`src/sv/assert_macros.svh`:
```
// shared assertion macros for the dispersion cost block
`ifndef ASSERT_MACROS_SVH
`define ASSERT_MACROS_SVH

// property must hold on every rising clock edge out of reset
`define SCDC_ASSERT(label, clk, rst_n, prop, msg) \
    label: assert property (@(posedge clk) disable iff (!rst_n) prop) \
        else $error(msg);

// expression must never be true out of reset
`define SCDC_NEVER(label, clk, rst_n, expr, msg) \
    label: assert property (@(posedge clk) disable iff (!rst_n) !(expr)) \
        else $error(msg);

`endif

```
`src/sv/scdc_fifo.sv`:
```
module scdc_fifo #(
    parameter int unsigned WIDTH = 31,
    parameter int unsigned DEPTH = 4
) (
    input  logic             i_clk,
    input  logic             i_rst_n,
    input  logic             i_push,
    input  logic [WIDTH-1:0] i_data,
    input  logic             i_pop,
    output logic [WIDTH-1:0] o_data,
    output logic             o_full,
    output logic             o_empty
);

    localparam int unsigned PTR_W = $clog2(DEPTH);

    logic [WIDTH-1:0] r_mem [DEPTH];
    logic [PTR_W-1:0] r_wr;
    logic [PTR_W-1:0] r_rd;
    logic [PTR_W:0]   r_count;

    assign o_data  = r_mem[r_rd];
    assign o_full  = (r_count == (PTR_W + 1)'(DEPTH));
    assign o_empty = (r_count == '0);

    // queue storage
    always_ff @(posedge i_clk) begin
        if (i_push) begin
            r_mem[r_wr] <= i_data;
        end
    end

    // pointers and fill level
    always_ff @(posedge i_clk) begin
        if (!i_rst_n) begin
            r_wr    <= '0;
            r_rd    <= '0;
            r_count <= '0;
        end else begin
            if (i_push) begin
                r_wr <= r_wr + 1'b1;
            end
            if (i_pop) begin
                r_rd <= r_rd + 1'b1;
            end
            if (i_push && !i_pop) begin
                r_count <= r_count + 1'b1;
            end else if (!i_push && i_pop) begin
                r_count <= r_count - 1'b1;
            end
        end
    end

endmodule

```
`config.mk`:
```
export PLATFORM = sky130hd
export DESIGN_NAME = scdc_fifo
export DESIGN_NICKNAME = d
export VERILOG_FILES = /design/src/sv/assert_macros.svh /design/src/sv/scdc_fifo.sv
export SDC_FILE = /design/constraint.sdc
export NUM_CORES = 1
export LEC_CHECK = 0
export BUFFER_PORTS_ARGS = -buffer_cell sky130_fd_sc_hd__buf_4
export CAP_MARGIN = 20
export CORE_ASPECT_RATIO = 2
export CORE_MARGIN = 3
export CORE_UTILIZATION = 45
export DETAILED_ROUTE_END_ITERATION = 7
export GPL_TIMING_DRIVEN = 0
export PLACE_DENSITY = 0.69
export SLEW_MARGIN = 20
export SYNTH_ARGS = -nofsm -noshare
export SYNTH_HDL_FRONTEND = slang
export SYNTH_SLANG_ARGS = --single-unit
```
`constraint.sdc`:
```
create_clock -name i_clk -period 2.1 [get_ports i_clk]
set_input_delay 0.21 -clock i_clk [delete_from_list [all_inputs] [get_ports i_clk]]
set_output_delay 0.21 -clock i_clk [all_outputs]
set_load 0.005 [all_outputs]
```
## Yosys cells after proc, flatten, opt, wreduce, memory -nomap -nowiden

Memories as Yosys holds them, arrays and structs flattened. A register that Yosys moved wholly into a read port is not among the register bits.
Index checks and enable logic that the tools add are counted.
W data, S select, Z words.

| cells by class | value |
|---|---|
| add/sub/neg operators | 4 |
| eq/ne operators | 1 |
| muxes and demuxes | 6 |
| reduce and logical (&&, ||, !) cells | 6 |

Operators by type and width:

| kind | number |
|---|---|
| $mux W3 | 2 |
| $add A2 B1 Y2 const B | 2 |
| $mux W2 | 2 |
| $add A3 B1 Y3 const B | 1 |
| $eq A3 B3 Y1 const B | 1 |
| $logic_not A3 Y1 | 1 |
| $sub A3 B1 Y3 const B | 1 |
| $logic_and A1 B1 Y1 | 2 |
| $logic_not A1 Y1 | 2 |
| $mux W1 | 2 |
| $reduce_bool A2 Y1 | 1 |

| word-level totals | value |
|---|---|
| register bits after elaboration | 7 |
| RAM bits | 124 |
| input bits | 35 |
| word-level logic and storage cells | 21 |
| memories kept | 1 |

Memories:

| name | depth | bits a word | rd ports | clocked after Yosys merged registers in | wr ports | RTL line | RTL |
|---|---|---|---|---|---|---|---|
| r_mem | 4 | 31 | 1 | 1 | 1 | scdc_fifo.sv:17 | `logic [WIDTH-1:0] r_mem [DEPTH];` |

## Depth between registers and ports, before layout

| depth | value |
|---|---|
| depth in word-level cells | 4 |
| gate-level depth with buffers | 7 |

## Worst setup path before layout

OpenSTA, ideal clock, no wires.

| timing path | value |
|---|---|
| path kind | flip-flop to flip-flop |
| from | register r_wr[0] |
| to | memory r_mem[2][0] (enable) |
| setup time | 0.391 ns |
| arrival time | 1.308 ns |
| slack | 0.401 ns |
| cell stages (with the launch flop) | 4 |
| period minus slack after synthesis | 1.699 ns |
| path through | dfxtp_1 > inv_1 > ha_1 > and2_1 |

RTL lines:

| item | RTL line | RTL |
|---|---|---|
| from (decl) | scdc_fifo.sv:18 | `logic [PTR_W-1:0] r_wr;` |
| from (signal assigned) | scdc_fifo.sv:41 | `r_wr <= r_wr + 1'b1;` |
| to (decl) | scdc_fifo.sv:17 |  |

No word-level cell before the write port.

==> key figures <==
Clock tree
  • Worst skew pair latency: 0.40 ns
  • Clk slew on worst S/H paths: 0.06 ns
  • Setup repair bufs after CTS: 0
  • CTS Root Cell: clkbuf_16
  • CTS resizes: 0
  • Hold_buf cts: 23
  • Max clock buf depth: 2
  • CTS tree: yes
  • CTS Buf Count: 17
  • CTS H-Tree Depth: 4
  • # clock sinks: 133

Worst hold path
  • HP Class: in2reg

Route
  • Number of DRC violations after detailed-routing iteration 0: 113
  • TritonRoute pass-1 iters: 4
  • WL/cell: 17.50 um
  • Via density: 4.906
  • Drt total wl: 8.223 mm
  • Antenna-violating nets left: 0
  • Vias: 2306
  • Residual DRC: 0

Synthesis
  • Yosys top cell by area: edfxtp_1
  • Netlist Area Pre-Place: 4920 um2
  • Syn nets: 245
  • Seq/Total Area, Yosys: 0.7935
  • Synthesized instance count: 204
  • FF+latch count, synth: 133
  • Distinct cells, synth: 20
  • Top cell type's share of synthesized area: 0.7569
  • Syn_area_per_cell: 24.12 um2
  • Top cells by area, synth: edfxtp_1, mux4_2, dfxtp_1
  • Total number of yosys warnings: 0

Floorplanning
  • Rows: 53
  • Starting density of the core: 0.4637
  • Die area: 12300 um2
  • I/O pins: 68
  • Horiz. Die Dim: 79.94 um
  • Die Ht: 153.9 um
  • Total core area: 10610 um2

Finish
  • Fin area: 6560 um2
  • Layout cells sized above 1: 0.4204
  • Layout Cells excl Fill: 470
  • Final Net Count: 361
  • ANT cells: 0
  • Area growth syn-to-layout: 33.34%

Worst setup path
  • Max FO, Critical Path: 10
  • Worst path required time: 1.89 ns
  • Reg2reg path depth: 4
  • Worst reg2reg endpoint: r_mem[2][8]$_DFFE_PP_
  • CP Cell Sequence: buf_6, mux4_2, buf_4
  • Slowest CP cell: mux4_2
  • Crit Path Class: reg2out
  • Critical Path End: o_data[24]
  • R2r startpoint: r_wr[0]$_SDFFE_PN0P_
  • Buffers and inverters on the worst path: 2
  • Crit path DAT: 1.75 ns
  • CP Capture Type: output port
  • CP delay by family, top: multiplexers
  • Critical Path Max Stage Delay: 0.54 ns
  • CP startpoint kind: register
  • Levels on crit path: 3
  • R2R Setup Slk: 0.52 ns

STA
  • Max Clk Rate: 0.5091 GHz
  • Worst clock skew: 0.008438 ns
  • Final min period: 1.964 ns
  • Final Max Tran Viols: 0
  • Max_slew headroom: 0.6830
  • Crit share post-route: 0.9354
  • Slew @ Worst Pin: 0.4756 ns
  • Final hold slack: 0.01137 ns
  • Worst Slack Setup Final: 0.1357 ns
  • Final setup fails: 0
  • Unrepaired setup endpoints after global routing: false
  • Final hold vios: 0

Pwr
  • Power per cell area: 1011 nW/um2
  • VDD IR max: 0.0007562 V
  • Static Leak: 2.310 nW

Global route
  • Largest net degree at the start of global routing: 20
  • GRT overflow: 0
  • Initial antenna violation count: 0
  • Global-route wire length before repair: 12.92 mm
  • Number of global-route vias before repair: 2561
  • Global Route Usage Sum: 0.1459

Placement
  • I/O Buffers: 67
  • GP Congestion: 0.6869
  • DP Worst Slack: 0.3905 ns
  • Hpwl dp: 5.440 mm
  • Dpl cell area: 5709 um2
  • DP Cell Count: 412

Outcome
  • Outcome: complete, no violations

Run
  • Max_cap viols: 0
[cells in the final DEF (no fill, tap or decap), types with 2 or more instances in the layout]
| cell type | count |
|---|---|
| clkinvlp_4 | 3 |
| buf_6 | 3 |
| dfxtp_1 | 9 |
| buf_16 | 4 |
| nor2b_1 | 2 |
| buf_2 | 3 |
| and2_1 | 5 |
| xor2_1 | 3 |
| ha_1 | 5 |
| xnor2_1 | 2 |
| clkbuf_16 | 17 |
| bufinv_16 | 3 |
| clkinv_1 | 2 |
| inv_1 | 4 |
| mux4_2 | 30 |
| clkinv_2 | 3 |
| edfxtp_1 | 124 |
| buf_4 | 67 |
| and2_2 | 4 |
| dlygate4sd3_1 | 26 |
| clkinv_4 | 3 |
| mux2i_1 | 2 |
[Yosys cell counts]
library cell and number:
mux2i_1 2, nand2_1 1, nor2b_1 2, buf_6 3, nor3b_1 1, edfxtp_1 124
and2_1 9, a21boi_0 1, buf_2 3, xor2_1 3, mux4_2 30, xnor2_1 2
dfxtp_1 9, inv_1 4, fa_1 1, ha_1 5, mux4_1 1, or3_1 1
o21ai_0 1, nor3_1 1
[through the flow]
step | power [mW] | setup TNS (ns) | util
floorplan | 3.449 | 0 | -
global placement | 3.745 | -19.98 | 0.5272
detailed placement | 3.791 | 0 | 0.5381
CTS | 6.699 | 0 | 0.6154
global route | 6.879 | 0 | 0.6183
finish | 6.631 | 0 | 0.6183
[flip-flops by register name (all words and copies together), names as in the netlist, named ones only]
register and cells:
r_wr 2, r_rd 2, r_mem 124, r_count 3
[worst min-delay path by stage]
stage / start / to / slack, ns / depth (start not counted)
3_5_place_dp: i_data[22] / r_mem[0][22]$_DFFE_PP_ / 0.42 / 1
3_3_place_gp: i_data[12] / r_mem[2][12]$_DFFE_PP_ / 0.41 / 1
4_1_cts: i_data[26] / r_mem[2][26]$_DFFE_PP_ / 0.001 / 1
6_report: i_data[1] / r_mem[0][1]$_DFFE_PP_ / 0.01 / 1
5_1_grt: i_data[12] / r_mem[3][12]$_DFFE_PP_ / 0.0006 / 1
2_1_floorplan: i_data[0] / r_mem[0][0]$_DFFE_PP_ / 0.31 / 0
[where the power goes]
part	total [mW]	internal (mW)	leakage, nW	switching, mW
registers	3.08	3.04	1.21	0.0435
clock network	2.87	1.85	0.281	1.02
logic	0.674	0.398	0.816	0.276
[routing by layer]
layer,routed length [um],vias to the layer above,GRT usage
met2,4698,50,0.2567
li1,-,1081,-
met3,328,12,0.04631
met5,0,-,0
met1,3059,1163,0.1543
met4,136,0,0.06769
[cell type report]
class	count	area, um2
Fill cell	766	4050
Buffer	6	48.80
Inverter	4	15.01
Timing Repair Buffer	97	873.3
Sequential cell	133	3904
Clock buffer	18	429.2
Tap cell	137	171.4
Multi-Input combinational cell	61	957.2
Clock inverter	14	161.4
[cells by family (layout without fill, tap and decap cells)]
family | Yosys count | after routing | synth area share
xor gates and xnor gates | 5 | 5 | 0.008903
muxes | 33 | 33 | 0.1467
and+or+nand+nor | 15 | 15 | 0.01856
buffers and inverters | 10 | 139 | 0.01297
AOI/OAI and AO/OA | 2 | 2 | 0.002543
adders and majority gates | 6 | 6 | 0.01679
DFF | 133 | 133 | 0.7935
Power figures use the tool's default switching activity.
