<file path="src/sv/assert_macros.svh">
// shared assertion macros for the dispersion cost block
`ifndef ASSERT_MACROS_SVH
`define ASSERT_MACROS_SVH

// property must hold on every rising clock edge out of reset
`define SCDC_ASSERT(label, clk, rst_n, prop, msg) \
    label: assert property (@(posedge clk) disable iff (!rst_n) prop) \
        else $error(msg);

// expression must never be true out of reset
`define SCDC_NEVER(label, clk, rst_n, expr, msg) \
    label: assert property (@(posedge clk) disable iff (!rst_n) !(expr)) \
        else $error(msg);

`endif

</file>
<file path="src/sv/scdc_pkg.sv">
package scdc_pkg;

    // field widths of the stream words
    localparam int unsigned OP_W       = 3;
    localparam int unsigned NODE_IN_W  = 6;
    localparam int unsigned VALUE_W    = 16;
    localparam int unsigned CFG_W      = 16;
    localparam int unsigned NCOUNT_W   = 7;
    localparam int unsigned CFG_IDX_W  = 2;
    localparam int unsigned MIN_OUT_W  = 16;
    localparam int unsigned TIE_OUT_W  = 11;
    localparam int unsigned CAP_OUT_W  = 22;
    localparam int unsigned COST_OUT_W = 33;
    localparam int unsigned IN_DATA_W  = 32;
    localparam int unsigned OUT_DATA_W = 88;
    localparam int unsigned OUT_PAD_W  =
        OUT_DATA_W - MIN_OUT_W - TIE_OUT_W - CAP_OUT_W - COST_OUT_W;
    localparam int unsigned IN_PAD_W   = IN_DATA_W - 2 * NODE_IN_W - VALUE_W;

    // command queue depth
    localparam int unsigned QUEUE_DEPTH = 4;

    // register reset values
    localparam logic [CFG_W-1:0]    REQ_RESET    = 16'd0;
    localparam logic [CFG_W-1:0]    CW_RESET     = 16'd10000;
    localparam logic [CFG_W-1:0]    DW_RESET     = 16'd11;
    localparam logic [NCOUNT_W-1:0] NCOUNT_RESET = 7'd64;

    // item operation codes
    typedef enum logic [OP_W-1:0] {
        OP_WDIST = 3'd0,
        OP_WCAP  = 3'd1,
        OP_SEL   = 3'd2,
        OP_DESEL = 3'd3,
        OP_EVAL  = 3'd4
    } t_op;

    // configuration register indexes
    typedef enum logic [CFG_IDX_W-1:0] {
        CFG_REQ    = 2'd0,
        CFG_CW     = 2'd1,
        CFG_DW     = 2'd2,
        CFG_NCOUNT = 2'd3
    } t_cfg_idx;

    typedef struct packed {
        logic [CFG_W-1:0]    required_capacity;
        logic [CFG_W-1:0]    capacity_weight;
        logic [CFG_W-1:0]    distance_weight;
        logic [NCOUNT_W-1:0] node_count;
    } t_cfg;

endpackage

</file>
<file path="src/sv/scdc_front.sv">
module scdc_front import scdc_pkg::*; #(
    parameter int unsigned MAX_NODES = 64,
    parameter int unsigned NODE_W    = 6,
    parameter int unsigned CMD_W     = OP_W + 2 * NODE_W + VALUE_W
) (
    input  logic                 i_valid,
    output logic                 o_ready,
    input  logic [OP_W-1:0]      i_op,
    input  logic [NODE_IN_W-1:0] i_node_a,
    input  logic [NODE_IN_W-1:0] i_node_b,
    input  logic [VALUE_W-1:0]   i_value,
    input  logic [NCOUNT_W-1:0]  i_node_count,
    input  logic                 i_blocked,
    input  logic                 i_full,
    output logic                 o_push,
    output logic [CMD_W-1:0]     o_cmd
);

    localparam int unsigned LIM_W = NODE_IN_W + NODE_W + 1;

    logic [LIM_W-1:0]            lim;
    logic                        a_lt_max;
    logic                        b_lt_max;
    logic                        a_in;
    logic                        b_in;
    logic [NODE_W+NODE_IN_W-1:0] a_ext;
    logic [NODE_W+NODE_IN_W-1:0] b_ext;
    logic [NODE_W-1:0]           a_n;
    logic [NODE_W-1:0]           b_n;
    logic [NODE_W-1:0]           lo_n;
    logic [NODE_W-1:0]           hi_n;
    logic [NODE_W-1:0]           first_n;
    logic [NODE_W-1:0]           second_n;
    logic                        keep;

    // range checks against the table size and the nodes in use
    assign lim      = LIM_W'(MAX_NODES);
    assign a_lt_max = LIM_W'(i_node_a) < lim;
    assign b_lt_max = LIM_W'(i_node_b) < lim;
    assign a_in     = a_lt_max && ({1'b0, i_node_a} < i_node_count);
    assign b_in     = b_lt_max && ({1'b0, i_node_b} < i_node_count);

    // node indexes at table width, pair ordered low to high
    assign a_ext = {{NODE_W{1'b0}}, i_node_a};
    assign b_ext = {{NODE_W{1'b0}}, i_node_b};
    assign a_n   = a_ext[NODE_W-1:0];
    assign b_n   = b_ext[NODE_W-1:0];
    assign lo_n  = (a_n < b_n) ? a_n : b_n;
    assign hi_n  = (a_n < b_n) ? b_n : a_n;

    // only a distance write reorders its nodes, the others keep node_a first
    assign first_n  = (i_op == OP_WDIST) ? lo_n : a_n;
    assign second_n = (i_op == OP_WDIST) ? hi_n : b_n;

    // drop words that leave the state unchanged
    always_comb begin
        case (i_op)
            OP_WDIST: keep = a_in && b_in && (i_node_a != i_node_b);
            OP_WCAP:  keep = a_in;
            OP_SEL:   keep = a_in;
            OP_DESEL: keep = a_lt_max;
            OP_EVAL:  keep = 1'b1;
            default:  keep = 1'b0;
        endcase
    end

    assign o_ready = !i_full && !i_blocked;
    assign o_push  = i_valid && o_ready && keep;
    assign o_cmd   = {i_op, first_n, second_n, i_value};

endmodule

</file>
<file path="config.mk">
export PLATFORM = sky130hd
export DESIGN_NAME = scdc_front
export DESIGN_NICKNAME = d
export VERILOG_FILES = /design/src/sv/assert_macros.svh /design/src/sv/scdc_pkg.sv /design/src/sv/scdc_front.sv
export SDC_FILE = /design/constraint.sdc
export NUM_CORES = 1
export LEC_CHECK = 0
export ABC_AREA = 1
export ABC_CLOCK_PERIOD_IN_PS = 3710
export CAP_MARGIN = 10
export CORE_MARGIN = 2
export CORE_UTILIZATION = 42
export DETAILED_ROUTE_END_ITERATION = 7
export DONT_BUFFER_PORTS = 1
export GPL_ROUTABILITY_DRIVEN = 0
export GPL_TIMING_DRIVEN = 0
export PLACE_DENSITY_LB_ADDON = 0.2
export SYNTH_ARGS = -nofsm -noshare
export SYNTH_HDL_FRONTEND = slang
export SYNTH_SLANG_ARGS = --single-unit
export TNS_END_PERCENT = 20
</file>
<file path="constraint.sdc">
create_clock -name vclk -period 3.71
set_clock_uncertainty 0.15 [all_clocks]
set_input_delay 0.371 -clock vclk [all_inputs]
set_output_delay 0.371 -clock vclk [all_outputs]
set_load 0.005 [all_outputs]
</file>
After elaboration in Yosys (flattened, before gate mapping). Cells that the tools add are included.

Register bits after elaboration: 0. Input bits: 41. Output and inout bits: 33. Logic and storage cells: 26.

Magnitude comparators: 5. Eq/ne operators: 5. Mux-type cells: 5. Reductions and logical operators: 11.

Operators by type and width (number): 6-bit two-way mux (4); 6-bit by 7-bit less-than comparator with 1-bit output (2); 6-bit by 7-bit less-than comparator with 1-bit output, second input constant (2); 1-bit logical AND (7); 3-bit by 2-bit equality test with 1-bit output, second input constant (2); 6-bit less-than comparator (1); 6-bit != test (1); 1-bit one-hot mux with 4 select lines (1); 3-bit by 1-bit equality test with 1-bit output, second input constant (1); 3-bit equality test, second input constant (1); 3-bit logical NOT (1); 1-bit logical NOT (2); 2-bit OR reduction (1).

Logic depth before layout (Yosys ltp).
Depth in word-level cells: 6. Gate-level depth with buffers: 11.

Worst setup path before layout. Ideal clock, no wire load.

Path kind: input to output. From: input i_node_b[5]. To: output o_cmd[16]. Data arrival time: 1417 ps. Required time: 3189 ps. Slack: 1772 ps. Stages on the path: 9. Cell sequence: inv_1 ha_1 nand2_2 nor2_4 o21ai_2 o211ai_2 nand3_4 buf_6 o21ai_2.

Longest elaborated chain between the ends: 3.

Ends and longest elaborated chain: start: declaration (RTL line scdc_front.sv:10) `input logic [NODE_IN_W-1:0] i_node_b,`; 6-bit less-than comparator (RTL line scdc_front.sv:49) `assign hi_n = (a_n < b_n) ? b_n : a_n;`; 6-bit two-way mux (RTL line scdc_front.sv:49); 6-bit two-way mux (RTL line scdc_front.sv:53) `assign second_n = (i_op == OP_WDIST) ? hi_n : b_n;`; end: declaration (RTL line scdc_front.sv:16) `output logic [CMD_W-1:0] o_cmd`.

No other way between the ends.

Final worst setup path.
From: input i_node_b[5]. To: output o_cmd[24].

Longest elaborated chain between the ends: 3.

Ends and longest elaborated chain: 6-bit less-than comparator (RTL line scdc_front.sv:48) `assign lo_n = (a_n < b_n) ? a_n : b_n;`; 6-bit two-way mux (RTL line scdc_front.sv:48); 6-bit two-way mux (RTL line scdc_front.sv:52) `assign first_n = (i_op == OP_WDIST) ? lo_n : a_n;`.

No other way between the ends.

==> flow_metrics.env <==
export IMPL_status="finished, final reports clean"
export IMPL_syn_num_nets=185
export IMPL_syn_inst=128
export IMPL_met1_usage=0.170
export IMPL_crit_arrival_ns=1.51
export IMPL_worst_setup_path_end_kind="output port"
export IMPL_fp_coreArea_mm2=0.00190
export IMPL_ir_drop_uv=47.2
export IMPL_start_kind="input pin"
export IMPL_setup_tns_ns=0
export IMPL_cpMostUsedCell="o21ai_2"
export IMPL_crit_fanout=10
export IMPL_cts_resized=0
export IMPL_grt_use_total=0.126
export IMPL_io_pins=74
export IMPL_synth_area_um2=828
export IMPL_synth_area_top_cells="ha_1 24%, buf_4 17%, o21ai_2 14%, nand2_1 12%, inv_1 11%"
export IMPL_vias=702
export IMPL_pwr_share_clk=0
export IMPL_rsz0062_at_grt="no"
export IMPL_swShare=0.531
export IMPL_period_share=0.548
export IMPL_synth_top_area_frac=0.242
export IMPL_power_density_mw_per_mm2=102
export IMPL_period_needed_ns=2.03
export IMPL_drtIter0Drc=5
export IMPL_drt_pass1_iter_count=4
export IMPL_maxSlewViolCount=0
export IMPL_std_cell_rows=16
export IMPL_drc=0
export IMPL_final_util=0.453
export IMPL_slew_headroom=0.789
export IMPL_synth_top_cell_by_area="ha_1"
export IMPL_overflow=0
export IMPL_seq_area_um2=0
export IMPL_final_antenna_net_count=0
export IMPL_post_cts_buffers=0
export IMPL_met3_usage=0.0278
export IMPL_grt_pass1_vias=593
export IMPL_holdBufCountCts=0
export IMPL_path_class="in2out"
export IMPL_die_area_mm2=0.00234
export IMPL_seqPwrFrac=0
export IMPL_maxCapViolations=0
export IMPL_grt_busiest_layer="met2"
export IMPL_grtUsageMet2=0.218
export IMPL_hp_class="in2out"
export IMPL_cp_slowest_cell="ha_1"
export IMPL_vias_per_cell=4.53
export IMPL_hold_viol=0
export IMPL_comb_power_share=1.000
export IMPL_antenna_found_initial=0
export IMPL_internal_power_mw=0.0412
export IMPL_grt_pass1_wl_um=2540
export IMPL_start_util=0.436
export IMPL_chipHeight_um=48.4
export IMPL_drive_gt1_frac=0.305
export IMPL_crit_required_ns=3.19
export IMPL_wl_um=1600
export IMPL_power_static_leakage_nw=0.525
export IMPL_switchingPower_mw=0.0467
export IMPL_hp_start="i_full"
export IMPL_grt_max_degree=11
export IMPL_place_hpwl_um=1450
export IMPL_min_to="o_ready"
export IMPL_path_cells="inv_1 -> ha_1 -> nand2_2 -> nor2_4 -> o21ai_2 -> o211ai_2 -> nand3_4 -> buf_6 -> o21ai_2"
export IMPL_nNetsFinal=187
export IMPL_ys_warn_count=0
export IMPL_crit_path_max_incr_delay_ns=0.30
export IMPL_ys_types=16
export IMPL_syn2layout_area_growth_pct=4.08
export IMPL_hold_path_cell_count=1
export IMPL_tightestPinTransition_ns=0.316
export IMPL_nClkBuffers=0
export IMPL_max_freq_ghz=0.492
export IMPL_routedWlPerCell_um=10.3
export IMPL_seq_cell_count=0
export IMPL_setup_viol=0
export IMPL_syn_avg_cell_area_um2=6.47
export IMPL_io_buffer_count=0
export IMPL_n_antenna_cell=0
export IMPL_ys_seq_area_frac=0
export IMPL_dieWidth_um=48.4
worst max-delay path: cells and delay by family:
kind                       cells  cell delay (ns)
AOI/OAI and AO/OA              3             0.28
and+or+nand+nor                3             0.34
buffers and inverters          2             0.22
adders and majority gates      1             0.30
per-layer routing:
layer | wire (µm) | up-vias
li1 | - | 389
met1 | 704 | 279
met2 | 734 | 34
met3 | 162 | 0
met4 | 0 | 0
met5 | 0 | -
stage by stage:
step	hold WS [ns]	std cells	area (µm²)	worst slack, ns	total power [mW]
finish	0.629	155	862	1.68	0.0879
floorplan	0.626	128	828	1.77	0.0772
CTS	0.629	155	862	1.65	0.0894
global placement	0.630	155	862	1.65	0.0877
global route	0.630	155	862	1.57	0.101
detailed placement	0.630	155	862	1.65	0.0889
final cells by class:
| cell class | count | area [µm²] |
|---|---|---|
| buffer | 21 | 165 |
| fill | 210 | 1040 |
| inverter | 25 | 93.8 |
| multi-input combinational | 82 | 569 |
| tap | 27 | 33.8 |
placed cells by master, fill, tap and decap left out:
cell | synthesis | layout
nand2_2 | 2 | 2
a21oi_1 | 9 | 9
o21ai_0 | 2 | 2
inv_1 | 25 | 25
nand3_1 | 2 | 2
nor2_1 | 6 | 6
o211ai_1 | 1 | 1
buf_4 | 19 | 19
buf_6 | 2 | 2
o21ai_2 | 13 | 13
ha_1 | 16 | 16
nor3_1 | 1 | 1
nand3_4 | 1 | 1
o211ai_2 | 1 | 1
nand2_1 | 27 | 27
nor2_4 | 1 | 1
Yosys cell counts (all sizes together):
cell / instances
ha: 16
nand2: 29
buf: 21
o211ai: 2
a21oi: 9
nand3: 3
o21ai: 15
inv: 25
nor2: 7
nor3: 1
power by group through the flow:
stage | Sequential [mW] | Combinational, mW | Clock, mW
after floorplan | 0 | 0.0772 | 0
after global placement | 0 | 0.0877 | 0
after detailed placement | 0 | 0.0889 | 0
after CTS | 0 | 0.0894 | 0
after global routing | 0 | 0.101 | 0
final | 0 | 0.0879 | 0
cells by family after synthesis:
| family | Yosys count | share of synthesized area |
|---|---|---|
| buf+inv | 46 | 0.313 |
| simple gates | 40 | 0.218 |
| compound gates | 26 | 0.228 |
| fa+ha+maj | 16 | 0.242 |
worst max-delay path by stage:
stage,to,slack [ns],cells past startpoint,startpoint
after global routing,o_cmd[24],1.57,9,i_node_b[5]
after global placement,o_cmd[24],1.65,9,i_node_b[5]
after floorplan,o_cmd[16],1.77,9,i_node_b[5]
final,o_cmd[24],1.68,9,i_node_b[5]
after detailed placement,o_cmd[24],1.65,9,i_node_b[5]
after CTS,o_cmd[24],1.65,9,i_node_b[5]
Power figures use the tool's default switching activity.
